## src/hw/rtl/sabs_pkg.sv

```systemverilog
// Package for the sorted array binary search block.
// Sizes, bound type and controller/datapath command and status structs.
// No dependencies.
package sabs_pkg;

    localparam int ENTRIES = 8;
    localparam int IDX_W   = (ENTRIES > 1) ? $clog2(ENTRIES) : 1;
    localparam int BND_W   = IDX_W + 2;   // signed bound: -1 .. ENTRIES
    localparam int DATA_W  = 32;

    localparam logic FUNC_LOAD   = 1'b0;
    localparam logic FUNC_SEARCH = 1'b1;

    typedef logic signed [BND_W-1:0] bound_t;
    typedef logic        [IDX_W-1:0] idx_t;

    typedef struct packed {
        logic load_wr;   // write value at load position
        logic start;     // capture key, open full bounds
        logic step;      // narrow bounds after a miss
        logic finish;    // capture found flag
    } dp_cmd_t;

    typedef struct packed {
        logic hit;       // probe equals key, bounds non-empty
        logic empty;     // low > high
    } dp_sts_t;

endpackage

```

## src/hw/rtl/sabs_if.sv

```systemverilog
// Handshake channels for the binary search block.
// Depends on sabs_pkg.
interface sabs_req_if;
    import sabs_pkg::*;
    logic                     valid;
    logic                     ready;
    logic                     func;
    logic signed [DATA_W-1:0] value;
    modport source (output valid, output func, output value, input ready);
    modport sink   (input valid, input func, input value, output ready);
endinterface

interface sabs_rsp_if;
    logic valid;
    logic ready;
    logic found;
    modport source (output valid, output found, input ready);
    modport sink   (input valid, input found, output ready);
endinterface

```

## src/hw/rtl/sabs_dp.sv

```systemverilog
// Datapath: entry store, load position, search bounds, key and result.
// Depends on sabs_pkg.
module sabs_dp (
    input  logic                              clk,
    input  logic                              rst_n,
    input  sabs_pkg::dp_cmd_t                 cmd,
    input  logic signed [sabs_pkg::DATA_W-1:0] value,
    output sabs_pkg::dp_sts_t                 sts,
    output logic                              found
);
    import sabs_pkg::*;

    logic signed [DATA_W-1:0] entry_reg [ENTRIES];
    logic signed [DATA_W-1:0] key_reg;
    idx_t                     pos_reg, pos_next;
    bound_t                   low_reg, low_next;
    bound_t                   high_reg, high_next;
    bound_t                   mid;
    logic signed [DATA_W-1:0] probe;
    logic                     found_reg;

    // midpoint = low + (high - low) / 2; span is non-negative when used
    assign mid   = low_reg + ((high_reg - low_reg) >>> 1);
    assign probe = entry_reg[mid[IDX_W-1:0]];

    assign sts.empty = low_reg > high_reg;
    assign sts.hit   = !sts.empty && (probe == key_reg);
    assign found     = found_reg;

    always_comb
    begin
        if (pos_reg == idx_t'(ENTRIES - 1))
        begin
            pos_next = '0;
        end
        else
        begin
            pos_next = pos_reg + idx_t'(1);
        end

        low_next  = low_reg;
        high_next = high_reg;
        if (cmd.start)
        begin
            low_next  = '0;
            high_next = bound_t'(ENTRIES - 1);
        end
        else if (cmd.step)
        begin
            if (probe < key_reg)
            begin
                low_next = mid + bound_t'(1);
            end
            else
            begin
                high_next = mid - bound_t'(1);
            end
        end
    end

    always_ff @(posedge clk or negedge rst_n)
    begin
        if (!rst_n)
        begin
            pos_reg <= '0;
        end
        else if (cmd.load_wr)
        begin
            pos_reg <= pos_next;
        end
    end

    // entry store: one write port, one read port at the midpoint
    always_ff @(posedge clk)
    begin
        if (cmd.load_wr)
        begin
            entry_reg[pos_reg] <= value;
        end
        if (cmd.start)
        begin
            key_reg <= value;
        end
        if (cmd.finish)
        begin
            found_reg <= sts.hit;
        end
        low_reg  <= low_next;
        high_reg <= high_next;
    end

endmodule

```

## src/hw/rtl/sabs_ctrl.sv

```systemverilog
// Controller: decodes input transfers, sequences probes, owns result valid.
// Depends on sabs_pkg.
module sabs_ctrl (
    input  logic              clk,
    input  logic              rst_n,
    input  logic              req_valid,
    input  logic              req_func,
    output logic              req_ready,
    output logic              rsp_valid,
    input  logic              rsp_ready,
    input  sabs_pkg::dp_sts_t sts,
    output sabs_pkg::dp_cmd_t cmd
);
    import sabs_pkg::*;

    typedef enum logic [1:0] {
        ST_IDLE   = 2'b01,
        ST_SEARCH = 2'b10
    } state_t;

    state_t state_reg, state_next;
    logic   rsp_valid_reg, rsp_valid_next;
    logic   req_xfer;
    logic   done;
    logic   slot_free;

    assign req_ready = (state_reg == ST_IDLE);
    assign req_xfer  = req_valid && req_ready;
    assign rsp_valid = rsp_valid_reg;
    assign done      = sts.hit || sts.empty;
    assign slot_free = !rsp_valid_reg || rsp_ready;

    always_comb
    begin
        state_next     = state_reg;
        rsp_valid_next = rsp_valid_reg && !rsp_ready;
        cmd            = '0;
        case (state_reg)
            ST_IDLE:
            begin
                if (req_xfer)
                begin
                    if (req_func == FUNC_LOAD)
                    begin
                        cmd.load_wr = 1'b1;
                    end
                    else
                    begin
                        cmd.start  = 1'b1;
                        state_next = ST_SEARCH;
                    end
                end
            end
            ST_SEARCH:
            begin
                if (!done)
                begin
                    cmd.step = 1'b1;
                end
                else if (slot_free)
                begin
                    cmd.finish     = 1'b1;
                    rsp_valid_next = 1'b1;
                    state_next     = ST_IDLE;
                end
            end
            default:
            begin
                state_next = ST_IDLE;
            end
        endcase
    end

    always_ff @(posedge clk or negedge rst_n)
    begin
        if (!rst_n)
        begin
            state_reg     <= ST_IDLE;
            rsp_valid_reg <= 1'b0;
        end
        else
        begin
            state_reg     <= state_next;
            rsp_valid_reg <= rsp_valid_next;
        end
    end

`ifndef SYNTHESIS
    a_step_not_finish: assert property (@(posedge clk) disable iff (!rst_n)
        !(cmd.step && cmd.finish))
        else $error("step and finish together");

    a_finish_sets_valid: assert property (@(posedge clk) disable iff (!rst_n)
        cmd.finish |=> rsp_valid_reg)
        else $error("result not presented after finish");

    a_finish_only_when_done: assert property (@(posedge clk) disable iff (!rst_n)
        cmd.finish |-> (done && slot_free))
        else $error("finish while search open or slot busy");

    a_start_leads_search: assert property (@(posedge clk) disable iff (!rst_n)
        cmd.start |=> (state_reg == ST_SEARCH && !req_ready))
        else $error("search not entered after start");
`endif

endmodule

```

## src/hw/rtl/sorted_array_binary_search_top.sv

```systemverilog
// Top level of the sorted array binary search block.
// Depends on sabs_pkg, sabs_if, sabs_ctrl and sabs_dp.
//
// Usage:
//   req (sink): func = 0 loads value at the load position, which then
//   advances and wraps after the last of ENTRIES entries; func = 1 searches
//   for value as key over all ENTRIES entries. A load gives no result.
//   rsp (source): one transfer per search, found = 1 when an entry equal
//   to the key was met.
// Timing:
//   req.ready stays high for back-to-back loads. A search holds req.ready
//   low while it probes, and a missed key takes a closing step once the
//   bounds are empty. Each probe step reads one entry, compares it with
//   the key and updates the bounds. The result appears in rsp the cycle
//   after the hit probe or the closing step and sits in an output
//   register, so the next item is taken while it waits.
// Stall:
//   If rsp.ready is low and a result is still waiting, a finished search
//   holds until that result is taken; nothing is dropped.
// Reset:
//   rst_n clears the load position, the controller and rsp.valid. Entries
//   are not cleared; they must be loaded before they are searched.
module sorted_array_binary_search_top (
    input logic        clk,
    input logic        rst_n,
    sabs_req_if.sink   req,
    sabs_rsp_if.source rsp
);
    import sabs_pkg::*;

    dp_cmd_t cmd;
    dp_sts_t sts;

    // controller: accepts transfers, sequences the probes
    sabs_ctrl u_ctrl (
        .clk       (clk),
        .rst_n     (rst_n),
        .req_valid (req.valid),
        .req_func  (req.func),
        .req_ready (req.ready),
        .rsp_valid (rsp.valid),
        .rsp_ready (rsp.ready),
        .sts       (sts),
        .cmd       (cmd)
    );

    // datapath: entry store, bounds, key compare, result register
    sabs_dp u_dp (
        .clk   (clk),
        .rst_n (rst_n),
        .cmd   (cmd),
        .value (req.value),
        .sts   (sts),
        .found (rsp.found)
    );

endmodule
```

## src/flat_wrapper.sv

```systemverilog
// flat-port wrapper written by rule: the top's interface ports become plain ports
module sorted_array_binary_search_top_flat import sabs_pkg::*;
  (clk, rst_n, req_valid, req_func, req_value, req_ready, rsp_valid, rsp_found, rsp_ready);
  sabs_req_if req_i ();
  sabs_rsp_if rsp_i ();
  input logic clk;
  input logic rst_n;
  input wire logic [$bits(req_i.valid)-1:0] req_valid;
  input wire logic [$bits(req_i.func)-1:0] req_func;
  input wire logic [$bits(req_i.value)-1:0] req_value;
  output wire logic [$bits(req_i.ready)-1:0] req_ready;
  output wire logic [$bits(rsp_i.valid)-1:0] rsp_valid;
  output wire logic [$bits(rsp_i.found)-1:0] rsp_found;
  input wire logic [$bits(rsp_i.ready)-1:0] rsp_ready;
  assign req_i.valid = req_valid;
  assign req_i.func = req_func;
  assign req_i.value = req_value;
  assign req_ready = req_i.ready;
  assign rsp_valid = rsp_i.valid;
  assign rsp_found = rsp_i.found;
  assign rsp_i.ready = rsp_ready;
  sorted_array_binary_search_top u_core (.clk(clk), .rst_n(rst_n), .req(req_i), .rsp(rsp_i));
endmodule
```

## config.mk

```make
export PLATFORM = sky130hd
export DESIGN_NAME = sorted_array_binary_search_top_flat
export DESIGN_NICKNAME = d
export VERILOG_FILES = /design/src/hw/rtl/sabs_pkg.sv /design/src/hw/rtl/sabs_if.sv /design/src/hw/rtl/sabs_dp.sv /design/src/hw/rtl/sabs_ctrl.sv /design/src/hw/rtl/sorted_array_binary_search_top.sv /design/src/flat_wrapper.sv
export SDC_FILE = /design/constraint.sdc
export NUM_CORES = 1
export LEC_CHECK = 0
export BUFFER_PORTS_ARGS = -buffer_cell sky130_fd_sc_hd__buf_2
export CELL_PAD_IN_SITES_DETAIL_PLACEMENT = 1
export CELL_PAD_IN_SITES_GLOBAL_PLACEMENT = 2
export CORE_AREA = 2 2 156 158
export CTS_BUF_LIST = sky130_fd_sc_hd__clkbuf_8
export DETAILED_ROUTE_END_ITERATION = 8
export DIE_AREA = 0 0 158 160
export PLACE_DENSITY_LB_ADDON = 0.1
export SETUP_SLACK_MARGIN = 0.5
export SYNTH_ARGS = -nofsm -noshare
export SYNTH_HDL_FRONTEND = slang
export SYNTH_SLANG_ARGS = --single-unit
```

## constraint.sdc

```tcl
create_clock -name clk -period 9.08 [get_ports clk]
set_clock_uncertainty 0.15 [all_clocks]
set_input_delay 1.816 -clock clk [delete_from_list [all_inputs] [get_ports clk]]
set_output_delay 1.816 -clock clk [all_outputs]
set_load 0.01 [all_outputs]
```

## Word-level counts from Yosys, hierarchy flattened

Memories as Yosys holds them, arrays and structs flattened.
Index checks and enable logic that the tools add are counted.

| storage, ports and cells | value |
|---|---|
| register bits | 49 |
| memory bits (writable) | 256 |
| output and inout port bits | 3 |
| memories | 1 |

| cells by class | value |
|---|---|
| $add $sub $neg | 5 |
| order comparisons | 2 |
| equality and inequality tests | 8 |
| mux-type cells | 19 |
| bitwise gates (word level) | 1 |
| reduce and logical (&&, ||, !) cells | 11 |

Memories:

| memory | words | width | read ports | clocked after memory_dff | write ports | RTL line | text |
|---|---|---|---|---|---|---|---|
| u_core.u_dp.entry_reg | 8 | 32 | 1 | 0 | 1 | sabs_dp.sv:13 | `logic signed [DATA_W-1:0] entry_reg [ENTRIES];` |

Operators with widths:

| kind | count |
|---|---|
| $eq A32 B32 Y1 | 1 |
| $lt A32 B32 Y1 | 1 |
| $mux W2 | 7 |
| $mux W1 | 10 |
| $ne A2 B2 Y1 const B | 3 |
| $add A5 B2 Y5 const B | 1 |
| $add A5 B4 Y5 | 1 |
| $gt A5 B5 Y1 | 1 |
| $sub A5 B2 Y5 const B | 1 |
| $sub A5 B5 Y5 | 1 |
| $pmux W2 S2 | 1 |
| $reduce_and A2 Y1 | 2 |
| $reduce_and A4 Y1 | 1 |
| $add A3 B1 Y3 const B | 1 |
| $eq A3 B3 Y1 const B | 1 |
| $logic_and A1 B1 Y1 | 3 |
| $logic_not A1 Y1 | 3 |
| $mux W3 | 1 |
| $eq A2 B1 Y1 const B | 1 |
| $eq A2 B2 Y1 const B | 1 |
| $logic_or A1 B1 Y1 | 2 |
| $ne A2 B1 Y1 const B | 1 |
| $not A1 Y1 | 1 |

## Longest topological paths before layout

Gate-level depths: netlist (run 1).
An unclocked memory read counts as a cell.

| logic depth | value |
|---|---|
| word-level depth | 9 |
| depth in mapped cells | 19 |
| mapped depth without buffers | 18 |

## Hierarchy

A second synthesis (run 1) with hierarchy kept.

| second synthesis, totals | value |
|---|---|
| cells, all modules | 660 |
| area total of the unflattened synthesis | 12,637.1 um2 |

Modules (own cells, without submodules):

| module | times used | cells an instance | area each (um2) | sequential area each (um2) |
|---|---|---|---|---|
| sabs_dp | 1 | 644 | 12,474.5 | 8,953.6 |
| sabs_ctrl | 1 | 16 | 162.7 | 76.3 |

## Worst setup path after synthesis (run 1)

Ideal clock, no wire load.

| timing path | value |
|---|---|
| kind | register to register |
| start | reg u_core.u_dp.low_reg[1] |
| end | reg u_core.u_dp.high_reg[0] |
| library setup time | 0.072 ns |
| arrival | 4.996 ns |
| data required time | 8.858 ns |
| path slack | 3.863 ns |
| cell stages (with the launch flop) | 18 |
| buffers on the path | 2 |
| cell sequence | dfxtp_1 inv_1 fa_1 xor2_1 inv_1 fa_1 clkbuf_1 clkbuf_1 mux4_2 mux2_2 ha_1 a21oi_1 o21ai_0 a221o_1 or3_1 a21oi_2 mux2i_2 mux2i_1 |

| on the way | value |
|---|---|
| longest elaborated chain between the ends | 9 |
| elaborated cells between the ends (all ways) | 14 |

Ends and longest elaborated chain:

| element | RTL line | text |
|---|---|---|
| from (decl) | sabs_dp.sv:16 | `bound_t low_reg, low_next;` |
| from (signal assigned) | sabs_dp.sv:88 | `low_reg <= low_next;` |
| parallel branches: the longest is 9 deep, another holds $mem_v2 Z8 W32 | - |  |
| to (signal assigned) | sabs_dp.sv:89 | `high_reg <= high_next;` |
| to (decl) | sabs_dp.sv:17 | `bound_t high_reg, high_next;` |

Parallel ways; which one is timed is not known.
A chain may end at the register's enable or synchronous reset.

## Worst setup path in the final report (run 1)

| timing path | value |
|---|---|
| start | reg u_core.u_dp.low_reg[1] |
| end | reg u_core.u_dp.low_reg[3] |

| on the way | value |
|---|---|
| longest elaborated chain between the ends | 9 |
| elaborated cells between the ends (all ways) | 13 |

Ends and longest elaborated chain:

| element |
|---|
| parallel branches: the longest is 9 deep, another holds $mem_v2 Z8 W32 |

Parallel ways; which one is timed is not known.

==> run summary, run 1 <==
Status -> completed
Net Count, Synth -> 732
Syn Inst Count -> 648
GR Util All Layers -> 22.2%
Tcrit/Tclk final -> 69.1%
Worst min path class -> register to register
Slowest CP cell -> fa_4
R2R Setup Slk -> 2.81 ns
Longest Clk Path Bufs -> 3
WL final -> 26400 microns
Vias in the first global route -> 6817
Final hold violation count -> 0
Main synth FF type -> edfxtp_1
DRC -> 0
Worst skew pair latency -> 0.58 ns
Critical path class -> register to register
Synth unique cells -> 38
Largest delay share family, worst path -> adder cells
Chip Width -> 158 microns
CP dominant cell by count -> inv_1
IO Port Bufs -> 39
Fraction of layout cells with a size suffix above 1 -> 28.5%
Cell row count -> 57
GPL Wtd Cong -> 0.701
Filler instances -> 2162
Core ar. -> 23800 sq um
Cell Chain, Critical Path -> inv_1 > fa_1 > xor2_1 > inv_1 > fa_4 > mux4_2 > mux2_2 > ha_1 > a21oi_1 > o21ai_0 > a221o_1 > or3_1 > a21oi_2 > mux2i_2 > mux2i_1
Max_cap viols -> 0
Initial core utilization -> 52.6%
Footprint of the multi-input gates -> 3340 sq um
Final setup fails -> 0
Worst EP required -> 9.42 ns
Fmax -> 159 MHz
# IOs -> 40
Worst setup margin -> 2.81 ns
Synthesized cell area -> 12500 sq um
EDFF count, synth -> 289
Full die area -> 25300 sq um
Largest net degree at the start of global routing -> 69
Cts hold-fix bufs -> 0
Slew headroom -> 24.4%
Worst hold slack -> 0.318 ns
Maximum vdd drop -> 1040 uV
Seq/Total Area, Yosys -> 72.1%
DIE HEIGHT -> 160 microns
RSZ-0062 raised after global routing -> false
Mapped Avg Cell Area -> 19.3 sq um
Root Buffer -> clkbuf_8
Avg Vias per Cell -> 5.61
Share of the synthesized area in the top cell type -> 69.3%
Area Growth Syn to Fin -> 12.4%
Post-route setup TNS -> 0 ns
Top cell type by total area after synthesis -> edfxtp_1
Clk sinks -> 305
Leakage -> 4.92 nW
CTS clk-pin slew, worst paths -> 0.06 ns
CTS HTree Levels -> 2
Tmin final -> 6.27 ns
CTS resizes -> 0
First-pass GRT wire length -> 41200 microns
WP data arrival -> 6.61 ns
Slew @ Worst Pin -> 1.13 ns
Vias -> 6132
Slowest stage delay, CP -> 1.55 ns
Nature of the critical path startpoint -> register
Critical path endpoint category -> register
Slew Limit Fails -> 0
Total grt overflow -> 0
Iter 0 DRT Violations -> 429
Drt first pass iters -> 4
Worst path bufs/invs -> 2
Pwr per Cell Area -> 407 nW/um^2
Crit-path max FO -> 68
Register area -> 9030 sq um
Remaining antenna violation count -> 0
Pre-CTS setup slack -> 2.79 ns
Setup bufs post-CTS -> 0
WL/cell -> 24.1 microns
Max FFs per register -> 256
TritonCTS clock tree -> built
CTS Buf Count -> 50
Synth warn -> 0
Final-stage net count -> 815
Top cells by area, synth -> edfxtp_1 (69%), mux4_2 (12%), ha_1 (4.5%), mux2_2 (2.8%), dfxtp_1 (1.6%)
Fraction of registers with async set/reset -> 1.97%
Initial antenna violation count -> 2
Hpwl dp -> 15200 microns
Seq cells post-synth -> 305
## logic make-up after synthesis
logic type	share of synthesized area, %
DFF	72.1
AOI/OAI and AO/OA	1.91
and+or+nand+nor	2.86
xor gates and xnor gates	0.909
adders and majority gates	4.82
muxes	15.4
buffers and inverters	2.00
## power by group
group / total, mW / switching [mW] / internal [mW]
clock: 1.04 / 0.522 / 0.513
combinational: 3.00 / 1.56 / 1.43
sequential: 1.69 / 0.0439 / 1.65
total: 5.73 / 2.13 / 3.60
## placed cells by master (no fill, tap or decap), types with 3 or more instances in the layout
master / count
edfxtp_1: 289
mux4_2: 64
inv_1: 61
clkbuf_8: 50
ha_1: 44
buf_2: 39
mux2_2: 31
nand2_1: 22
clkinv_1: 17
a21oi_1: 14
mux2i_1: 11
buf_4: 11
dfxtp_1: 10
nand4_1: 8
nor2_1: 8
o21ai_0: 8
a21o_1: 7
xor2_1: 6
nand2b_1: 6
xnor2_1: 6
nand3_1: 6
nor2_4: 6
dfrtp_1: 5
nor2b_1: 4
diode_2: 3
nor3_1: 3
## final cells by class
class                   instances  area share [%]
diodes                          3          0.0533
clock buffers                  50            4.89
clock inverters                37            1.15
inverters                      46            1.23
multi-input cells             278            23.7
flip-flops and latches        305            64.1
well taps                     324            2.88
repair buffers                 50            1.97
## synth_stat cells, types with 2 or more instances
master	count
edfxtp_1	289
mux4_2	64
inv_1	46
ha_1	45
mux2_2	31
nand2_1	22
a21oi_1	14
clkbuf_1	14
nor2_1	14
mux2i_1	11
dfxtp_1	10
nand4_1	8
o21ai_0	8
a21o_1	7
xor2_1	7
nand2b_1	6
nand3_1	6
xnor2_1	6
buf_2	5
dfrtp_1	5
nor3_1	5
nor2b_1	4
a221oi_1	2
fa_1	2
mux2i_2	2
nor4_1	2
or3_1	2
## stage by stage
step | cells | util (%) | area (sq um) | power, mW
2_1_floorplan | 648 | - | 12500 | 3.92
3_3_place_gp | 1003 | 55.5 | 13200 | 4.66
3_5_place_dp | 1003 | 55.5 | 13200 | 4.75
4_1_cts | 1090 | 59.1 | 14100 | 5.80
5_1_grt | 1090 | 59.1 | 14100 | 6.12
6_report | 1093 | 59.1 | 14100 | 5.73
## path summary, 6_finish.rpt
check                                               startpoint                                     end  cells after the start
min in group asynchronous                                rst_n      u_core.u_dp.pos_reg[0]$_DFFE_PN0P_                      1
setup / recovery           u_core.u_dp.low_reg[1]$_SDFFE_PP0P_     u_core.u_dp.low_reg[3]$_SDFFE_PP0P_                     15
max in group asynchronous                                rst_n  u_core.u_ctrl.state_reg[0]$_DFFE_PN1P_                      1
setup reg to reg           u_core.u_dp.low_reg[1]$_SDFFE_PP0P_     u_core.u_dp.low_reg[3]$_SDFFE_PP0P_                     15
hold reg to reg            u_core.u_dp.low_reg[4]$_SDFFE_PP0P_     u_core.u_dp.low_reg[4]$_SDFFE_PP0P_                      2
hold / removal             u_core.u_dp.low_reg[4]$_SDFFE_PP0P_     u_core.u_dp.low_reg[4]$_SDFFE_PP0P_                      2
## metal layers
metal  GRT usage (%)  wire length (microns)
met4            5.57                    393
met5               0                      0
met1            31.4                  11500
met3            5.05                   1600
met2            35.6                  12900
## tightest hold or removal path, stage by stage, from the launching register on
cell,delay (ns)
dfxtp_1,0.31
nand2_1,0.05
mux2i_1,0.06
No activity file was read; power rests on OpenSTA's default activity.
==> run 2, diff against run 1 <==
--- a/config.mk
+++ b/config.mk
@@ -8,10 +8,10 @@
 export BUFFER_PORTS_ARGS = -buffer_cell sky130_fd_sc_hd__buf_2
 export CELL_PAD_IN_SITES_DETAIL_PLACEMENT = 1
 export CELL_PAD_IN_SITES_GLOBAL_PLACEMENT = 2
-export CORE_AREA = 2 2 156 158
+export CORE_AREA = 2 2 170 172
 export CTS_BUF_LIST = sky130_fd_sc_hd__clkbuf_8
 export DETAILED_ROUTE_END_ITERATION = 8
-export DIE_AREA = 0 0 158 160
+export DIE_AREA = 0 0 172 174
 export PLACE_DENSITY_LB_ADDON = 0.1
 export SETUP_SLACK_MARGIN = 0.5
 export SYNTH_ARGS = -nofsm -noshare
==> constraint.sdc (replaced) <==
create_clock -name clk -period 5.4 [get_ports clk]
set_clock_uncertainty 0.15 [all_clocks]
set_input_delay 1.08 -clock clk [delete_from_list [all_inputs] [get_ports clk]]
set_output_delay 1.08 -clock clk [all_outputs]
set_load 0.01 [all_outputs]
==> run 2 against run 1 <==
Worst hold slack worse by 0.11 ns. Sequential share of layout area down 3.7 points. Register-to-register slack worse by 2.7 ns. Non-clock buffer count up 40. Via count up 2.6%. Utilization down 6.2 points. Wire length up 6.6%. Setup slack worse by 2.7 ns. Critical path type unchanged.
==> run summary, run 2 (synthesized netlist as in run 1, its figures left out) <==
WP data arrival -> 5.57 ns (-1.04 ns)
Reg2Reg Depth -> 18 (+3)
Max_cap viols -> 0 (unchanged)
Vias -> 6290 (+2.6%)
Worst skew pair latency -> 0.58 ns (about the same)
Most common cell after layout, fill and taps aside -> edfxtp_1
Root Buffer -> clkbuf_8
Final-stage net count -> 856 (+5.0%)
Initial antenna violation count -> 3 (+1)
Metal2 WL -> 13300 microns (+3.5%)
Final setup fails -> 0 (unchanged)
Worst min path class -> input port to asynchronous set/reset pin
Chip Width -> 172 microns (+8.9%)
Vias in the first global route -> 7089 (+4.0%)
Fin area -> 14900 sq um (+6.1%)
First-pass GRT wire length -> 43400 microns (+5.4%)
Max FFs per register -> 256 (unchanged)
CTS clk-pin slew, worst paths -> 0.06 ns (about the same)
Iter 0 DRT Violations -> 387 (-9.8%)
Wire length on met3 -> 1280 microns (-20%)
Slew @ Worst Pin -> 0.927 ns (-0.208 ns)
Critical path endpoint category -> register
DP Area -> 13500 sq um (+2.2%)
Tcrit/Tclk final -> 97.5% (+28 points)
Core ar. -> 28200 sq um (+19%)
Crit-path max FO -> 7 (-90%)
Hpwl dp -> 16400 microns (+7.9%)
Final hold violation count -> 0 (unchanged)
Pre-CTS setup slack -> -0.136 ns (-2.92 ns)
DIE HEIGHT -> 174 microns (+8.8%)
Largest net degree at the start of global routing -> 39 (-43%)
Layout Utilization -> 52.9% (-6.2 points)
Total grt overflow -> 0 (unchanged)
WL/cell -> 23.6 microns (-2.4%)
GPL Wtd Cong -> 0.749 (+6.8%)
GR Util All Layers -> 19.9% (-2.3 points)
Remaining antenna violation count -> 0 (unchanged)
Clk sinks -> 305 (unchanged)
TritonCTS clock tree -> built
Nature of the critical path startpoint -> register
Longest Clk Path Bufs -> 3 (unchanged)
Post-route setup TNS -> 0 ns (unchanged)
Slew headroom -> 38.1% (+14 points)
IO Port Bufs -> 39 (unchanged)
Cts hold-fix bufs -> 0 (unchanged)
Max layer used -> met5
Drt first pass iters -> 4 (unchanged)
RSZ-0062 raised after global routing -> true
CTS Buf Count -> 51 (+2.0%)
Most frequent cells in the layout -> edfxtp_1 (289), mux4_2 (64), inv_1 (61)
R2R Setup Slk -> 0.14 ns (-2.67 ns)
Avg Vias per Cell -> 5.27 (-6.1%)
Worst setup margin -> 0.135 ns (-2.67 ns)
Worst EP required -> 5.71 ns (-3.71 ns)
Fmax -> 190 MHz (+19%)
Full die area -> 29900 sq um (+18%)
Tmin final -> 5.26 ns (-1.01 ns)
Cell row count -> 62 (+8.8%)
Critical path class -> register to register
Reg2reg end -> u_core.u_dp.low_reg[2]$_SDFFE_PP0P_
CTS HTree Levels -> 2 (unchanged)
Fraction of layout cells with a size suffix above 1 -> 36.5% (+8.1 points)
Metal-1 WL -> 12900 microns (+11%)
Area Growth Syn to Fin -> 19.2%
DRC -> 0 (unchanged)
WL final -> 28100 microns (+6.6%)
# IOs -> 40 (unchanged)
Status -> completed
Initial core utilization -> 44.3% (-8.2 points)
Worst r2r src -> u_core.u_dp.high_reg[0]$_SDFFE_PP1P_
Slew Limit Fails -> 0 (unchanged)
-- run 2: cell count changes in the layout (fill, tap and decap cells not counted), sizes merged --
cell    change
inv         -2
buf        +39
diode       -1
clkbuf      +3
clkinv      +2
-- run 2: timing repair --
action / 4_1_cts / 5_1_grt
endpoints found under the setup margin: 14 / 14
cloned: 2 / 1
pin swaps: 11 / 12
setup buffers: 18 / 3
endpoints found under the hold margin: 0 / 0
resized for setup: 27 / 21
-- run 2: routing by layer --
layer	up-vias	GRT usage (%)
li1	2843	-
met1	3246	28.0
met2	143	31.5
met3	56	4.19
met4	2	6.09
met5	-	0
-- run 2: how the worst max path moves through the flow --
stage	startpoint	to	slack, ns
4_1_cts	u_core.u_dp.high_reg[0]$_SDFFE_PP1P_	u_core.u_dp.low_reg[0]$_SDFFE_PP0P_	0.17
2_1_floorplan	u_core.u_dp.low_reg[1]$_SDFFE_PP0P_	u_core.u_dp.low_reg[0]$_SDFFE_PP0P_	0.50
3_3_place_gp	u_core.u_dp.low_reg[1]$_SDFFE_PP0P_	u_core.u_dp.low_reg[1]$_SDFFE_PP0P_	-0.03
6_report	u_core.u_dp.high_reg[0]$_SDFFE_PP1P_	u_core.u_dp.low_reg[2]$_SDFFE_PP0P_	0.14
5_1_grt	u_core.u_dp.high_reg[0]$_SDFFE_PP1P_	u_core.u_dp.low_reg[0]$_SDFFE_PP0P_	-0.03
3_5_place_dp	u_core.u_dp.low_reg[1]$_SDFFE_PP0P_	u_core.u_dp.high_reg[3]$_SDFFE_PP0P_	-0.14
-- run 2: cell type report --
type,count,area (sq um)
Antenna cell,2,5.00
Sequential cell,305,9030
Inverter,46,173
Multi-Input combinational cell,278,3620
Clock buffer,52,716
Timing Repair Buffer,90,743
Tap cell,384,480
Clock inverter,37,166
Fill cell,2615,13300
-- run 2: critical path: stages, from the launching register on --
cell and delay (ns):
dfxtp_2 0.32, nand2b_4 0.14, fa_2 0.59, ha_4 0.13, inv_2 0.04, fa_4 0.81, buf_12 0.15, buf_12 0.13
mux4_2 0.29, mux2_4 0.30, ha_4 0.22, nor2b_4 0.12, o211ai_1 0.27, a2111oi_2 0.14, buf_4 0.16, or3_4 0.33
a21oi_4 0.25, mux2i_4 0.39, mux2i_1 0.22
-- run 2: metrics by stage --
| step | hold slack [ns] | instances |
|---|---|---|
| final | 0.207 | 1194 |
| after global routing | 0.179 | 1192 |
| after CTS | 0.176 | 1188 |
| after detailed placement | 0.328 | 1079 |
| after global placement | 0.306 | 1079 |
| after floorplan | 0.285 | 648 |
Power of run 2 is not shown: default switching activity piles up to over one toggle a cycle in this logic, so the estimate is an artifact.
==> run 3, diff against run 2 <==
--- a/config.mk
+++ b/config.mk
@@ -8,12 +8,13 @@
 export BUFFER_PORTS_ARGS = -buffer_cell sky130_fd_sc_hd__buf_2
 export CELL_PAD_IN_SITES_DETAIL_PLACEMENT = 1
 export CELL_PAD_IN_SITES_GLOBAL_PLACEMENT = 2
-export CORE_AREA = 2 2 170 172
+export CORE_AREA = 2 2 171 173
 export CTS_BUF_LIST = sky130_fd_sc_hd__clkbuf_8
 export DETAILED_ROUTE_END_ITERATION = 8
-export DIE_AREA = 0 0 172 174
-export PLACE_DENSITY_LB_ADDON = 0.1
+export DIE_AREA = 0 0 173 175
+export PLACE_DENSITY = 0.85
 export SETUP_SLACK_MARGIN = 0.5
 export SYNTH_ARGS = -nofsm -noshare
 export SYNTH_HDL_FRONTEND = slang
+export SYNTH_HIERARCHICAL = 1
 export SYNTH_SLANG_ARGS = --single-unit
==> run 3 against run 2 <==
Utilization is 1.1 points higher. Synthesized area is 0.92% higher. Highest routed layer unchanged. First-iteration DRC count is 7.2% lower. Critical endpoint is now u_core/u_dp/high_reg[4]$_SDFFE_PP0P_.
==> run summary, run 3 <==
Tcrit/Tclk final -> 91.4% (-6.1 points)
Largest net degree at the start of global routing -> 57 (+46%)
Worst r2r src -> u_core/u_dp/high_reg[0]$_SDFFE_PP1P_
R2R Setup Slk -> 0.47 ns (+0.33 ns)
Net Count, Synth -> 744 (+1.6%)
Cell row count -> 62 (unchanged)
Slew @ Worst Pin -> 1.03 ns (+0.104 ns)
Reg2Reg Depth -> 17 (-1)
Share of the synthesized area in the top cell type -> 68.7% (-0.63 points)
Seq cells post-synth -> 305 (unchanged)
Metal-1 WL -> 12600 microns (-1.8%)
Hpwl dp -> 17100 microns (+4.3%)
DRC -> 0 (unchanged)
Iter 0 DRT Violations -> 359 (-7.2%)
TritonCTS clock tree -> built
Reg2reg end -> u_core/u_dp/high_reg[4]$_SDFFE_PP0P_
Fraction of registers with async set/reset -> 1.97% (unchanged)
Worst EP required -> 5.68 ns (-0.03 ns)
Status -> completed
Max_cap viols -> 0 (unchanged)
Leakage -> 5.42 nW
Root Buffer -> clkbuf_8
Drt first pass iters -> 5 (+1)
Initial antenna violation count -> 2 (-1)
Area Growth Syn to Fin -> 21.3%
Top cell type by total area after synthesis -> edfxtp_1
Worst hold slack -> 0.178 ns (-0.0287 ns)
Worst min path class -> input port to asynchronous set/reset pin
Most frequent cells in the layout -> edfxtp_1 (289), mux4_2 (64), inv_1 (53)
EDFF count, synth -> 289 (unchanged)
Clk sinks -> 305 (unchanged)
Slew Limit Fails -> 0 (unchanged)
# IOs -> 40 (unchanged)
Worst skew pair latency -> 0.56 ns (-0.02 ns)
WL final -> 30900 microns (+9.7%)
Longest Clk Path Bufs -> 3 (unchanged)
Total grt overflow -> 0 (unchanged)
Synth unique cells -> 49 (+29%)
GPL Wtd Cong -> 0.761 (+1.6%)
Maximum vdd drop -> 390 uV
Vias in the first global route -> 7379 (+4.1%)
CTS clk-pin slew, worst paths -> 0.06 ns (about the same)
IO Port Bufs -> 39 (unchanged)
Synth top cells by count -> edfxtp_1 (289), mux4_2 (64), ha_1 (45)
GR Util All Layers -> 20.0% (+0.096 points)
Critical path class -> register to register
CTS HTree Levels -> 2 (unchanged)
Max FFs per register -> 256 (unchanged)
Mapped Avg Cell Area -> 19.1 sq um (-0.92%)
Cts hold-fix bufs -> 0 (unchanged)
DIE HEIGHT -> 175 microns (+0.57%)
WL/cell -> 25.6 microns (+8.8%)
Main synth FF type -> edfxtp_1
Chip Width -> 173 microns (+0.58%)
First-pass GRT wire length -> 45300 microns (+4.3%)
Critical path endpoint category -> register
Final hold violation count -> 0 (unchanged)
Top cells by area, synth -> edfxtp_1 (69%), mux4_2 (11%), ha_1 (4.5%), mux2_2 (3.2%), dfxtp_1 (1.6%)
Seq/Total Area, Yosys -> 71.5% (-0.66 points)
Wire length on met3 -> 1480 microns (+16%)
Pwr per Cell Area -> 631 nW/um^2
Metal2 WL -> 15900 microns (+19%)
Max layer used -> met5
Crit-path max FO -> 5 (-2)
Fraction of layout cells with a size suffix above 1 -> 40.2% (+3.7 points)
Synthesized cell area -> 12600 sq um (+0.92%)
RSZ-0062 raised after global routing -> true
Tmin final -> 4.93 ns (-0.330 ns)
Nature of the critical path startpoint -> register
Slew headroom -> 31.1% (-7.1 points)
Vias -> 6616 (+5.2%)
Synth warn -> 6 (+6)
Most common cell after layout, fill and taps aside -> edfxtp_1
Avg Vias per Cell -> 5.50 (+4.3%)
WP data arrival -> 5.22 ns (-0.35 ns)
CTS Buf Count -> 48 (-5.9%)
Final-stage net count -> 869 (+1.5%)
Syn Inst Count -> 660 (+1.9%)
Core ar. -> 28400 sq um (+0.55%)
Final setup fails -> 0 (unchanged)
Filler instances -> 2596 (-0.73%)
Fmax -> 203 MHz (+6.7%)
Remaining antenna violation count -> 0 (unchanged)
Full die area -> 30300 sq um (+1.2%)
Initial core utilization -> 44.5% (+0.16 points)
Count leader, synth -> edfxtp_1
Post-route setup TNS -> 0 ns (unchanged)
run 3: cell count changes after synthesis, moves of 4 or more:
cell / change
nand2_1: -7
inv_1: -5
mux2_2: +5
nor2b_1: +4
clkbuf_1: -4
nor2_1: +12
buf_1: +5
run 3: where the power goes:
group | internal, mW | switching (mW) | leakage (nW)
Combinational | 2.61 | 2.51 | 2.18
Sequential | 2.77 | 0.0738 | 2.77
Clock | 0.841 | 0.877 | 0.476
run 3: cells by family (layout without fill, tap and decap cells):
family | count (synthesis) | after routing | synth area share, %
flops | 305 | 305 | 71.5
buf+inv | 62 | 221 | 1.95
compound gates | 40 | 40 | 1.97
fa+ha+maj | 47 | 47 | 4.77
xor+xnor | 10 | 10 | 0.693
simple gates | 86 | 86 | 3.67
other cells | 0 | 1 | 0
mux | 110 | 110 | 15.5
run 3: how the worst max path moves through the flow:
stage | startpoint | to | slack (ns) | cells past startpoint
2_1_floorplan | u_core/u_dp/low_reg[1]$_SDFFE_PP0P_ | u_core/u_dp/high_reg[3]$_SDFFE_PP0P_ | 0.55 | 17
3_3_place_gp | u_core/u_dp/low_reg[1]$_SDFFE_PP0P_ | u_core/u_dp/high_reg[3]$_SDFFE_PP0P_ | -0.04 | 17
3_5_place_dp | u_core/u_dp/low_reg[1]$_SDFFE_PP0P_ | u_core/u_dp/low_reg[3]$_SDFFE_PP0P_ | -0.27 | 15
4_1_cts | u_core/u_dp/high_reg[0]$_SDFFE_PP1P_ | u_core/u_dp/low_reg[3]$_SDFFE_PP0P_ | 0.50 | 19
5_1_grt | u_core/u_dp/low_reg[1]$_SDFFE_PP0P_ | u_core/u_dp/low_reg[0]$_SDFFE_PP0P_ | 0.35 | 19
6_report | u_core/u_dp/high_reg[0]$_SDFFE_PP1P_ | u_core/u_dp/high_reg[4]$_SDFFE_PP0P_ | 0.47 | 17
run 3: routing by layer:
metal	vias to the layer above	GRT usage [%]
met5	-	0
met4	4	6.92
met3	78	3.57
met2	197	35.5
met1	3466	24.9
li1	2871	-
run 3: through the flow:
stage | power (mW) | cell area [sq um] | setup WS [ns] | utilization, % | cells
detailed placement | 6.54 | 13500 | -0.267 | 47.6 | 1085
CTS | 8.93 | 14900 | 0.501 | 52.3 | 1187
global placement | 6.35 | 13500 | -0.0352 | 47.6 | 1085
finish | 9.68 | 15300 | 0.466 | 54.0 | 1204
global route | 10.2 | 15300 | 0.355 | 54.0 | 1203
floorplan | 5.38 | 12600 | 0.548 | - | 660
run 3: what timing repair did:
action                                  in CTS  in global routing
gates cloned                                 3                  1
setup buffers                               15                 15
endpoints found under the setup margin      15                 13
pin swaps                                   16                 24
resized for setup                           50                 59
run 3: worst max-delay path, stage by stage (launching register included):
cell and delay [ns]:
dfxtp_2 0.33, nand2b_4 0.14, fa_2 0.55, ha_4 0.13, inv_2 0.04, fa_2 0.61
buf_6 0.14, buf_12 0.14, clkbuf_16 0.16, mux4_2 0.28, mux2_2 0.29, ha_1 0.33
nand4_4 0.18, nor3_4 0.07, a221o_1 0.31, or3_4 0.38, a31o_4 0.28, mux2_4 0.29
run 3: final cells by class:
class                           instances  area [sq um]  share of cell area (%)
Tap cell                              384           480                    3.13
Sequential cell                       305          9030                    58.9
Inverter                               41           154                    1.00
Clock buffer                           49           674                    4.40
Timing Repair Buffer                   96           851                    5.55
Clock inverter                         35           149                   0.971
Multi-Input combinational cell        293          3990                    26.0
Antenna cell                            1          2.50                  0.0163
